### config.mk
export PLATFORM = sky130hd
export DESIGN_NAME = sleep_wake_queue_top_flat
export DESIGN_NICKNAME = d
export VERILOG_FILES = /design/src/hw/rtl/swq_pkg.sv /design/src/hw/rtl/swq_if.sv /design/src/hw/rtl/swq_store.sv /design/src/hw/rtl/swq_ctrl.sv /design/src/hw/rtl/sleep_wake_queue_top.sv /design/src/flat_wrapper.sv
export SDC_FILE = /design/constraint.sdc
export NUM_CORES = 2
export LEC_CHECK = 0
export BUFFER_PORTS_ARGS = -buffer_cell sky130_fd_sc_hd__buf_2
export CORE_MARGIN = 2
export CORE_UTILIZATION = 45
export CTS_CLUSTER_DIAMETER = 80
export DETAILED_ROUTE_END_ITERATION = 12
export MAX_ROUTING_LAYER = met4
export SETUP_SLACK_MARGIN = 0.2
export SKIP_LAST_GASP = 1
export SLEW_MARGIN = 0
export SYNTH_ARGS = -nofsm -noshare
export SYNTH_HDL_FRONTEND = slang
export SYNTH_SLANG_ARGS = --single-unit
### constraint.sdc
create_clock -name clk -period 11.75 [get_ports clk]
set_input_delay 1.175 -clock clk [delete_from_list [all_inputs] [get_ports clk]]
set_output_delay 1.175 -clock clk [all_outputs]
set_load 0.01 [all_outputs]
### src/hw/rtl/swq_pkg.sv
// Package for the sleep/wake queue: entry type, FSM states, sizing constants.
// No dependencies; every other file of the block depends on it.
package swq_pkg;

  localparam int unsigned QUEUE_DEPTH_DEF = 16;
  localparam int unsigned MAX_RESULTS     = 16;
  localparam int unsigned TIME_W          = 48;
  localparam int unsigned ID_W            = 6;
  localparam int unsigned PRIO_W          = 6;

  typedef logic [TIME_W-1:0] time_t;
  typedef logic [ID_W-1:0]   id_t;
  typedef logic [PRIO_W-1:0] prio_t;

  typedef struct packed {
    time_t wtime;
    id_t   id;
    prio_t prio;
  } entry_t;

  typedef enum logic [2:0] {
    ST_IDLE,
    ST_INS_RD,
    ST_INS_CMP,
    ST_TICK_RD,
    ST_TICK_CMP,
    ST_FIN
  } state_t;

  localparam logic MODE_SLEEP = 1'b0;
  localparam logic MODE_TICK  = 1'b1;

  // true when the new entry must sit in front of entry e
  function automatic logic goes_before(entry_t n, entry_t e);
    goes_before = (n.wtime < e.wtime) || ((n.wtime == e.wtime) && (n.prio > e.prio));
  endfunction

endpackage

### src/hw/rtl/swq_if.sv
// Channel interfaces of the sleep/wake queue: request beat and result beat.
// Depends on swq_pkg.
interface swq_in_if;
  logic                 valid;
  logic                 ready;
  logic                 mode;
  swq_pkg::id_t         task_id;
  swq_pkg::time_t       wake_time;
  swq_pkg::prio_t       task_priority;
  swq_pkg::time_t       current_time;
  modport source (output valid, mode, task_id, wake_time, task_priority, current_time,
                  input ready);
  modport sink   (input valid, mode, task_id, wake_time, task_priority, current_time,
                  output ready);
endinterface

interface swq_out_if;
  logic         valid;
  logic         ready;
  logic         woke;
  swq_pkg::id_t woken_id;
  logic         queue_full;
  logic         last;
  modport source (output valid, woke, woken_id, queue_full, last, input ready);
  modport sink   (input valid, woke, woken_id, queue_full, last, output ready);
endinterface

### src/hw/rtl/swq_store.sv
// Entry memory of the sleep/wake queue: one write port, one read port,
// registered read data. Depends on swq_pkg.
module swq_store #(
  parameter int unsigned QUEUE_DEPTH = swq_pkg::QUEUE_DEPTH_DEF,
  localparam int unsigned AW = $clog2(QUEUE_DEPTH)
) (
  input  logic             clk,
  input  logic             we,
  input  logic [AW-1:0]    waddr,
  input  swq_pkg::entry_t  wdata,
  input  logic             re,
  input  logic [AW-1:0]    raddr,
  output swq_pkg::entry_t  rdata
);
  import swq_pkg::*;

  entry_t mem [QUEUE_DEPTH];
  entry_t rdata_r;

  always_ff @(posedge clk) begin
    if (we) begin
      mem[waddr] <= wdata;
    end
  end

  always_ff @(posedge clk) begin
    if (re) begin
      rdata_r <= mem[raddr];
    end
  end

  assign rdata = rdata_r;

endmodule

### src/hw/rtl/swq_ctrl.sv
// Sequencer of the sleep/wake queue: ring pointers, insertion walk, wake pops,
// result register. Depends on swq_pkg, swq_if and drives swq_store.
module swq_ctrl #(
  parameter int unsigned QUEUE_DEPTH = swq_pkg::QUEUE_DEPTH_DEF,
  localparam int unsigned AW = $clog2(QUEUE_DEPTH),
  localparam int unsigned CW = $clog2(QUEUE_DEPTH + 1)
) (
  input  logic            clk,
  input  logic            rst_n,
  swq_in_if.sink          in_ch,
  swq_out_if.source       out_ch,
  output logic            mem_we,
  output logic [AW-1:0]   mem_waddr,
  output swq_pkg::entry_t mem_wdata,
  output logic            mem_re,
  output logic [AW-1:0]   mem_raddr,
  input  swq_pkg::entry_t mem_rdata
);
  import swq_pkg::*;

  localparam int unsigned NW = $clog2(MAX_RESULTS + 1);
  localparam logic [CW-1:0] DEPTH_C = CW'(QUEUE_DEPTH);
  localparam logic [NW-1:0] MAXR_C  = NW'(MAX_RESULTS);

  state_t        state_r, state_nxt;
  logic [AW-1:0] head_r, head_nxt;
  logic [CW-1:0] count_r, count_nxt;
  logic [CW-1:0] j_r, j_nxt;
  logic [NW-1:0] n_r, n_nxt;
  entry_t        new_r;
  time_t         now_r;
  logic          pend_valid_r, pend_valid_nxt;
  id_t           pend_id_r, pend_id_nxt;
  logic          full_r, full_nxt;
  logic          out_valid_r, out_valid_nxt;
  logic          out_woke_r, out_woke_nxt;
  id_t           out_id_r, out_id_nxt;
  logic          out_full_r, out_full_nxt;
  logic          out_last_r, out_last_nxt;

  logic          accept, out_free, due, ahead;
  logic [AW-1:0] phys_j, phys_jm1, phys_1;

  // logical slot to ring address: one add and one conditional subtract
  function automatic logic [AW-1:0] phys(logic [AW-1:0] head, logic [CW-1:0] k);
    logic [CW:0] sum;
    sum = (CW+1)'(head) + (CW+1)'(k);
    if (sum >= (CW+1)'(QUEUE_DEPTH)) begin
      sum = sum - (CW+1)'(QUEUE_DEPTH);
    end
    phys = sum[AW-1:0];
  endfunction

  assign accept    = in_ch.valid && in_ch.ready;
  assign out_free  = !out_valid_r || out_ch.ready;
  assign due       = now_r >= mem_rdata.wtime;
  assign ahead     = goes_before(new_r, mem_rdata);
  assign phys_j    = phys(head_r, j_r);
  assign phys_jm1  = phys(head_r, j_r - CW'(1));
  assign phys_1    = phys(head_r, CW'(1));

  assign in_ch.ready       = (state_r == ST_IDLE);
  assign out_ch.valid      = out_valid_r;
  assign out_ch.woke       = out_woke_r;
  assign out_ch.woken_id   = out_id_r;
  assign out_ch.queue_full = out_full_r;
  assign out_ch.last       = out_last_r;

  // next state
  always_comb begin
    state_nxt = state_r;
    unique case (state_r)
      ST_IDLE: begin
        if (accept) begin
          if (in_ch.mode == MODE_TICK) begin
            state_nxt = ST_TICK_RD;
          end else if (count_r == DEPTH_C) begin
            state_nxt = ST_FIN;
          end else begin
            state_nxt = ST_INS_RD;
          end
        end
      end
      ST_INS_RD:   state_nxt = (j_r == '0) ? ST_FIN : ST_INS_CMP;
      ST_INS_CMP:  state_nxt = ahead ? ST_INS_RD : ST_FIN;
      ST_TICK_RD:  state_nxt = (count_r == '0 || n_r == MAXR_C) ? ST_FIN : ST_TICK_CMP;
      ST_TICK_CMP: begin
        if (!due) begin
          state_nxt = ST_FIN;
        end else if (!pend_valid_r || out_free) begin
          state_nxt = ST_TICK_RD;
        end
      end
      ST_FIN:      state_nxt = out_free ? ST_IDLE : ST_FIN;
      default:     state_nxt = ST_IDLE;
    endcase
  end

  // datapath and memory controls
  always_comb begin
    head_nxt       = head_r;
    count_nxt      = count_r;
    j_nxt          = j_r;
    n_nxt          = n_r;
    pend_valid_nxt = pend_valid_r;
    pend_id_nxt    = pend_id_r;
    full_nxt       = full_r;
    out_valid_nxt  = out_valid_r && !out_ch.ready;
    out_woke_nxt   = out_woke_r;
    out_id_nxt     = out_id_r;
    out_full_nxt   = out_full_r;
    out_last_nxt   = out_last_r;
    mem_we         = 1'b0;
    mem_waddr      = phys_j;
    mem_wdata      = new_r;
    mem_re         = 1'b0;
    mem_raddr      = phys_jm1;
    unique case (state_r)
      ST_IDLE: begin
        if (accept) begin
          j_nxt          = count_r;
          n_nxt          = '0;
          pend_valid_nxt = 1'b0;
          full_nxt       = (in_ch.mode == MODE_SLEEP) && (count_r == DEPTH_C);
        end
      end
      ST_INS_RD: begin
        if (j_r == '0) begin
          mem_we    = 1'b1;
          count_nxt = count_r + CW'(1);
        end else begin
          mem_re = 1'b1;
        end
      end
      ST_INS_CMP: begin
        mem_we = 1'b1;
        if (ahead) begin
          // shift the older entry one slot toward the tail
          mem_wdata = mem_rdata;
          j_nxt     = j_r - CW'(1);
        end else begin
          count_nxt = count_r + CW'(1);
        end
      end
      ST_TICK_RD: begin
        mem_raddr = head_r;
        mem_re    = !(count_r == '0 || n_r == MAXR_C);
      end
      ST_TICK_CMP: begin
        if (due && (!pend_valid_r || out_free)) begin
          if (pend_valid_r) begin
            out_valid_nxt = 1'b1;
            out_woke_nxt  = 1'b1;
            out_id_nxt    = pend_id_r;
            out_full_nxt  = 1'b0;
            out_last_nxt  = 1'b0;
          end
          pend_valid_nxt = 1'b1;
          pend_id_nxt    = mem_rdata.id;
          head_nxt       = phys_1;
          count_nxt      = count_r - CW'(1);
          n_nxt          = n_r + NW'(1);
        end
      end
      ST_FIN: begin
        if (out_free) begin
          out_valid_nxt = 1'b1;
          out_woke_nxt  = pend_valid_r;
          out_id_nxt    = pend_valid_r ? pend_id_r : '0;
          out_full_nxt  = full_r;
          out_last_nxt  = 1'b1;
        end
      end
      default: begin
      end
    endcase
  end

  always_ff @(posedge clk) begin
    if (!rst_n) begin
      state_r      <= ST_IDLE;
      head_r       <= '0;
      count_r      <= '0;
      pend_valid_r <= 1'b0;
      out_valid_r  <= 1'b0;
    end else begin
      state_r      <= state_nxt;
      head_r       <= head_nxt;
      count_r      <= count_nxt;
      pend_valid_r <= pend_valid_nxt;
      out_valid_r  <= out_valid_nxt;
    end
  end

  always_ff @(posedge clk) begin
    j_r        <= j_nxt;
    n_r        <= n_nxt;
    pend_id_r  <= pend_id_nxt;
    full_r     <= full_nxt;
    out_woke_r <= out_woke_nxt;
    out_id_r   <= out_id_nxt;
    out_full_r <= out_full_nxt;
    out_last_r <= out_last_nxt;
    if (accept) begin
      new_r.wtime <= in_ch.wake_time;
      new_r.id    <= in_ch.task_id;
      new_r.prio  <= in_ch.task_priority;
      now_r       <= in_ch.current_time;
    end
  end

endmodule

### src/hw/rtl/sleep_wake_queue_top.sv
// Sorted wake-up queue for sleeping tasks.
// in_ch carries one beat per request: mode 0 inserts (task_id, wake_time,
// task_priority), mode 1 is a timer tick carrying current_time.
// out_ch returns result beats; the final beat of each request has last = 1.
// A sleep request gives one beat (queue_full = 1 when dropped on a full queue).
// A tick gives one beat per woken task in queue order, at most 16, or one
// empty beat when nothing is due.
// Entries live in a ring buffer memory with a registered read. An insert walks
// from the tail, reading and then writing back each entry it moves; a dropped
// insert answers without touching the memory. A tick reads and compares the
// head entry for each woken task and waits while out_ch stalls. The next
// request can be taken in the cycle after the final beat loads. The memory
// read-compare-write loop bounds how fast entries move.
// One request is in flight at a time; in_ch.ready is high only when idle,
// while the last result beat may still wait in the output register.
// A stalled receiver holds the current beat and pauses the wake walk.
// Synchronous reset empties the queue; memory contents need no clearing.
// Depends on swq_pkg, swq_if, swq_store and swq_ctrl.
module sleep_wake_queue_top #(
  parameter int unsigned QUEUE_DEPTH = swq_pkg::QUEUE_DEPTH_DEF
) (
  input  logic      clk,
  input  logic      rst_n,
  swq_in_if.sink    in_ch,
  swq_out_if.source out_ch
);
  import swq_pkg::*;

  localparam int unsigned AW = $clog2(QUEUE_DEPTH);

  logic          mem_we, mem_re;
  logic [AW-1:0] mem_waddr, mem_raddr;
  entry_t        mem_wdata, mem_rdata;

  swq_ctrl #(.QUEUE_DEPTH(QUEUE_DEPTH)) u_ctrl (
    .clk       (clk),
    .rst_n     (rst_n),
    .in_ch     (in_ch),
    .out_ch    (out_ch),
    .mem_we    (mem_we),
    .mem_waddr (mem_waddr),
    .mem_wdata (mem_wdata),
    .mem_re    (mem_re),
    .mem_raddr (mem_raddr),
    .mem_rdata (mem_rdata)
  );

  swq_store #(.QUEUE_DEPTH(QUEUE_DEPTH)) u_store (
    .clk   (clk),
    .we    (mem_we),
    .waddr (mem_waddr),
    .wdata (mem_wdata),
    .re    (mem_re),
    .raddr (mem_raddr),
    .rdata (mem_rdata)
  );

endmodule

### src/flat_wrapper.sv
// flat-port wrapper written by rule: the top's interface ports become plain ports
module sleep_wake_queue_top_flat import swq_pkg::*;
#(
  parameter int unsigned QUEUE_DEPTH = swq_pkg::QUEUE_DEPTH_DEF
)
  (clk, rst_n, in_ch_valid, in_ch_mode, in_ch_task_id, in_ch_wake_time, in_ch_task_priority, in_ch_current_time, in_ch_ready, out_ch_valid, out_ch_woke, out_ch_woken_id, out_ch_queue_full, out_ch_last, out_ch_ready);
  swq_in_if in_ch_i ();
  swq_out_if out_ch_i ();
  input  logic clk;
  input  logic rst_n;
  input wire logic [$bits(in_ch_i.valid)-1:0] in_ch_valid;
  input wire logic [$bits(in_ch_i.mode)-1:0] in_ch_mode;
  input wire logic [$bits(in_ch_i.task_id)-1:0] in_ch_task_id;
  input wire logic [$bits(in_ch_i.wake_time)-1:0] in_ch_wake_time;
  input wire logic [$bits(in_ch_i.task_priority)-1:0] in_ch_task_priority;
  input wire logic [$bits(in_ch_i.current_time)-1:0] in_ch_current_time;
  output wire logic [$bits(in_ch_i.ready)-1:0] in_ch_ready;
  output wire logic [$bits(out_ch_i.valid)-1:0] out_ch_valid;
  output wire logic [$bits(out_ch_i.woke)-1:0] out_ch_woke;
  output wire logic [$bits(out_ch_i.woken_id)-1:0] out_ch_woken_id;
  output wire logic [$bits(out_ch_i.queue_full)-1:0] out_ch_queue_full;
  output wire logic [$bits(out_ch_i.last)-1:0] out_ch_last;
  input wire logic [$bits(out_ch_i.ready)-1:0] out_ch_ready;
  assign in_ch_i.valid = in_ch_valid;
  assign in_ch_i.mode = in_ch_mode;
  assign in_ch_i.task_id = in_ch_task_id;
  assign in_ch_i.wake_time = in_ch_wake_time;
  assign in_ch_i.task_priority = in_ch_task_priority;
  assign in_ch_i.current_time = in_ch_current_time;
  assign in_ch_ready = in_ch_i.ready;
  assign out_ch_valid = out_ch_i.valid;
  assign out_ch_woke = out_ch_i.woke;
  assign out_ch_woken_id = out_ch_i.woken_id;
  assign out_ch_queue_full = out_ch_i.queue_full;
  assign out_ch_last = out_ch_i.last;
  assign out_ch_i.ready = out_ch_ready;
  sleep_wake_queue_top #(.QUEUE_DEPTH(QUEUE_DEPTH)) u_core (.clk(clk), .rst_n(rst_n), .in_ch(in_ch_i), .out_ch(out_ch_i));
endmodule
Yosys cells after proc, flatten, opt, wreduce, memory -nomap -nowiden
Memory sizes are Yosys's and may differ from the RTL's. A register that Yosys moved wholly into a read port is not among the register bits.
Cells that the tools add are included.
Widths: inputs -> output; s select.

storage, ports and cells
  register bits = 148
  latch bits = 0
  bits in writable memories = 960
  ROM bits = 0
  input port bits = 113
  output and inout port bits = 11
  word-level logic and storage cells = 132
  memories = 1

memories
  name                depth  width  rd ports  clocked after memory_dff  wr ports  line             source
  u_core.u_store.mem  16     60     1         1                         1         swq_store.sv:17  entry_t mem [QUEUE_DEPTH];

operators by class
  add/subtract/negate cells = 10
  $mul = 0
  divide/modulo/power cells = 0
  order comparisons = 6
  equality and inequality tests = 16
  shift operators = 0
  muxes and demuxes = 54
  bitwise gates (word level) = 1
  reduce and logical (&&, ||, !) cells = 27

operators with widths
  kind                 count
  $mux 60              2
  $eq 48x48->1         1
  $ge 48x48->1         1
  $lt 48x48->1         1
  $mux 5               7
  $mux 3               8
  $mux 6               4
  $pmux 5 s2           2
  $pmux 3 s6           1
  $mux 1               17
  $mux 4               4
  $pmux 5 s3           1
  $pmux 1 s2           7
  $add 4x5->6          2
  $ge 6x5->1 const B   2
  $ne 2x2->1 const B   6
  $pmux 6 s2           1
  $sub 4x1->4 const B  3
  $add 5x1->5 const B  2
  $eq 5x5->1 const B   2
  $logic_not 5->1      2
  $sub 5x1->5 const B  2
  $reduce_and 4->1     2
  $eq 3x2->1 const B   2
  other kinds (16)     32

Longest topological paths before layout
  depth after elaboration = 6
  gate-level depth with buffers = 13
  depth with buffers taken out = 11

Hierarchy
From an unflattened synthesis, not the netlist that was laid out.

unflattened totals
  cells, all modules = 2,314
  area total of the unflattened synthesis = 46,271.9 um^2

by module, submodules not included
  module     times used  cells an instance  area each (um^2)
  swq_store  1           1,548              37,702.4
  swq_ctrl   1           766                8,569.5

Worst setup path before layout
No wires, ideal clock.

  kind = register to register
  start = register u_core.u_ctrl.j_r[1]
  end = memory u_core.u_store.mem[1][0] in the netlist's numbering, enable pin
  setup time = 0.478 ns
  data arrival time = 4.355 ns
  data required time = 11.272 ns
  slack = 6.917 ns
  stages on the path, launching flop included = 9
  clock period less this slack = 4.833 ns
  path through = edfxtp_1 > inv_1 > ha_1 > nand2_1 > nor2_1 > nand3b_1 > a21oi_1 > or3b_2 > nor2_1

between the ends
  cells in the longest elaborated chain, start to end = 5
  elaborated cells between the ends (all ways) = 9
  those cells by class = add/sub: 2; order compare: 1; mux: 5; reduce/logical: 1

ends and longest elaborated chain
  what                                                                 line             source
  start: declaration                                                   swq_ctrl.sv:28   logic [CW-1:0] j_r, j_nxt;
  start signal: assignment                                             swq_ctrl.sv:196  j_r <= j_nxt;
  parallel branches: the longest is 5 deep, another holds $add 4x5->6  n/a
  end: declaration                                                     swq_store.sv:17

Several ways; the timed one is not identified.

==> results.md <==
* Post-Syn Area at 47000 µm²
* Slowest CP cell: buf_4
* Placer congestion estimate at 0.791
* Setup WS pre-CTS at 6.06 ns
* Top Layer Used: met4
* Least-Margin Pin Slew at 1.19 ns
* Critical Path Sink Type: flip-flop
* Routed WL per cell at 28.0 µm
* Worst vdd ir at 0.325 mV
* DR DRC count at 0
* Skew final at 0.0258 ns
* Status: completed
* Worst slew margin at 20.6%
* Final Hold Viols at 0
* Clk pwr share at 26.1%
* # setup viols final at 0
* WP buf/inv at 2
* Iteration-0 DRC count of the detailed router at 2270
* Final Slew Violations at 0
* Synth top cells by count: 1154 x edfxtp_1, 240 x mux4_2, 115 x ha_1, 110 x a21oi_1, 71 x nor2b_1
* Worst Hold Class: flip-flop to flip-flop
* NumNets Final at 2751
* Die height at 327 µm
* CP Launch Type: flip-flop
* Tot GR Track Use at 21.7%
* Number of enable flip-flop cells after synthesis at 1154
* Hold_buf cts at 0
* Crit share post-route at 48.1%
* Pwr Density at 266 nW/µm²
* Gate Count Post-Synth at 2334
* Crit-path leading delay family: compound AO/OA/AOI/OAI gates
* Top cell type's share of synthesized area at 73.8%
* Vias/cell at 5.76
* Most frequent cell after synthesis: edfxtp_1
* Core ar. at 103000 µm²
* Via Count at 23032
* DIE AREA at 107000 µm²
* Fmax at 177 MHz
* WL met3 at 5.85 mm
* Port Buffers at 123
* Comb power frac at 34.2%
* Syn Nets at 2565
* Area growth syn-to-layout at 13.2%
* Post-CTS setup buffers at 0
* M1 WL at 47.3 mm
* Main synth FF type: edfxtp_1
* Reg power frac at 39.6%
* Synth top area cells: edfxtp_1 74%, mux4_2 12%, ha_1 3.1%
* Hold path depth at 0
* Pin count of the biggest net entering global routing at 122
* Switching Share at 32.2%
* Crit path kind: flip-flop to flip-flop
* Worst-Skew Late Latency at 0.70 ns
* Final wirelength at 112 mm
* Critical Path AT at 6.02 ns
* Reg-to-reg slack, setup at 6.09 ns
* Int Power at 0.00960 W
* Die Wd at 327 µm
* Yosys cell types at 65
* Data required, critical path at 12.11 ns
* Finished Cell Area at 53200 µm²
* Gr ovfl total at 0
* Leak pwr at 17.6 nW
* Initial antenna violation count at 4
* Worst-path maximum fanout at 45
* Clock Sinks at 1168
* Synth area leader: edfxtp_1
* Post-CTS Resized at 0
* Worst r2r src: u_core.u_store.rdata[59]
* DRT Pass-1 Iters at 5
* CP Cell Sequence: inv_1 -> ha_1 -> a21oi_1 -> o21ai_0 -> a2111oi_0 -> o211ai_1 -> a22oi_1 -> nand2b_1 -> a21oi_4 -> buf_4 -> mux2_1
* First-pass GRT wire length at 163 mm
* Synthesized area per cell at 20.1 µm²
* # Max-Cap Violations at 0
* R2R Path End: u_core.u_store.mem[1][20]
* Register bit total from synthesis at 1168
* CTS tree: done
* Cts bufs inserted at 118
* Async SR Flop Fraction at 0%
* Vias in the first global route at 23965
* H-tree Lvls at 3
* Antenna-violating nets left at 0
* Dpl hpwl at 59.9 mm
* Fin util at 51.4%
* Psw at 0.00456 W
* WHS at 0.460 ns
* Synth warn at 0
* CP max stage delay at 0.94 ns
* PnR worst setup slack at 6.09 ns
* DR WL met2 at 56.8 mm
* Root Buffer: clkbuf_16
* Starting density of the core at 45.4%
* Hold EP: u_core.u_ctrl.pend_id_r[4]
* RSZ-0062 raised after global routing: no
* Sequential fraction of the synthesis area at 74.4%
* Cell Area, Placed at 49400 µm²
* Fin Setup TNS at 0 ns
* Min-delay src: u_core.u_store.rdata[10]
* Share of cells above drive strength 1 at 23.3%
* Fin crit period at 5.66 ns
* CTS clk-pin slew, worst paths at 0.06 ns
* Boundary Pins at 124
* Max Buffers Root-to-Sink at 3
* Row cnt at 118
* Cells on worst reg2reg path at 11
==> registers in the layout, indices dropped and copies added, names as in the netlist <==
name                             cells
u_core.u_ctrl.n_r                    5
u_core.u_ctrl.new_r                 60
u_core.u_ctrl.full_r                 1
u_core.u_ctrl.out_ch.woke            1
u_core.u_ctrl.out_ch.valid           1
u_core.u_ctrl.pend_valid_r           1
u_core.u_ctrl.pend_id_r              6
u_core.u_ctrl.head_r                 4
u_core.u_ctrl.out_ch.queue_full      1
u_core.u_store.mem                 960
u_core.u_store.rdata                60
u_core.u_ctrl.out_ch.woken_id        6
u_core.u_ctrl.out_ch.last            1
u_core.u_ctrl.state_r                3
u_core.u_ctrl.j_r                    5
u_core.u_ctrl.count_r                5
u_core.u_ctrl.now_r                 48
==> area by class of cell <==
cell class	instances	area (µm²)
sequential	1168	34900
antenna	2	5.00
timing repair buffer	164	961
fill	8128	50300
clock inverter	76	678
clock buffer	143	3130
multi-input combinational	1000	11500
tap	1380	1730
inverter	68	255
==> stage by stage <==
step | cells | total power [W]
6_report | 4001 | 0.0142
5_1_grt | 4000 | 0.0149
4_1_cts | 3999 | 0.0143
3_5_place_dp | 3780 | 0.0106
3_3_place_gp | 3780 | 0.0105
2_1_floorplan | 2334 | 0.00925
==> logic make-up (layout without fill, tap and decap cells) <==
| kind of cell | after synthesis | in the layout | share of synthesized area, % |
|---|---|---|---|
| other | 0 | 2 | 0 |
| buffers and inverters | 166 | 451 | 1.59 |
| DFF | 1168 | 1168 | 74.4 |
| adders and majority gates | 118 | 118 | 3.19 |
| and+or+nand+nor | 252 | 252 | 2.83 |
| xor gates and xnor gates | 16 | 16 | 0.298 |
| muxes | 369 | 369 | 14.4 |
| AOI/OAI and AO/OA | 245 | 245 | 3.30 |
==> worst register-to-register path, delay by kind of cell, from the launching register on <==
| family | cells | cell delay [ns] |
|---|---|---|
| flops | 1 | 0.40 |
| mux | 1 | 0.64 |
| simple gates | 1 | 0.19 |
| buf+inv | 2 | 1.09 |
| compound gates | 6 | 2.73 |
| fa+ha+maj | 1 | 0.28 |
==> routing by layer <==
metal | global-route usage (%) | up-vias
met5 | - | -
met4 | 4.84 | 0
met3 | 2.66 | 175
met2 | 35.9 | 697
met1 | 29.2 | 12176
li1 | - | 9984
==> layout by cell type (no fill, tap or decap), types with 14 or more instances in the layout <==
| cell type | instances |
|---|---|
| a211oi_1 | 62 |
| a21oi_1 | 109 |
| buf_2 | 123 |
| buf_4 | 38 |
| clkbuf_1 | 21 |
| clkbuf_16 | 122 |
| clkinv_1 | 30 |
| clkinv_2 | 26 |
| dfxtp_1 | 14 |
| edfxtp_1 | 1154 |
| ha_1 | 115 |
| inv_1 | 68 |
| mux2_1 | 60 |
| mux2i_1 | 66 |
| mux4_2 | 240 |
| nand2_1 | 59 |
| nand3_1 | 15 |
| nand4_1 | 20 |
| nor2_1 | 29 |
| nor2_4 | 16 |
| nor2b_1 | 71 |
| o21ai_0 | 22 |
==> worst max-delay path by stage <==
| stage | start | end | depth (start not counted) |
|---|---|---|---|
| 4_1_cts | u_core.u_store.rdata[59] | u_core.u_store.mem[4][25] | 11 |
| 6_report | u_core.u_store.rdata[59] | u_core.u_store.mem[1][20] | 11 |
| 2_1_floorplan | u_core.u_ctrl.j_r[1] | u_core.u_store.mem[1][0] | 8 |
| 5_1_grt | u_core.u_store.rdata[59] | u_core.u_store.mem[9][26] | 11 |
| 3_3_place_gp | u_core.u_store.rdata[59] | u_core.u_store.mem[8][22] | 11 |
| 3_5_place_dp | u_core.u_store.rdata[59] | u_core.u_store.mem[5][25] | 11 |
==> power groups by stage <==
stage	Sequential [W]	Combinational, W	Clock [W]
finish	0.00561	0.00485	0.00370
global route	0.00564	0.00531	0.00392
CTS	0.00561	0.00494	0.00377
detailed placement	0.00569	0.00492	0
global placement	0.00569	0.00483	0
floorplan	0.00562	0.00363	0
Power figures use the tool's default switching activity.
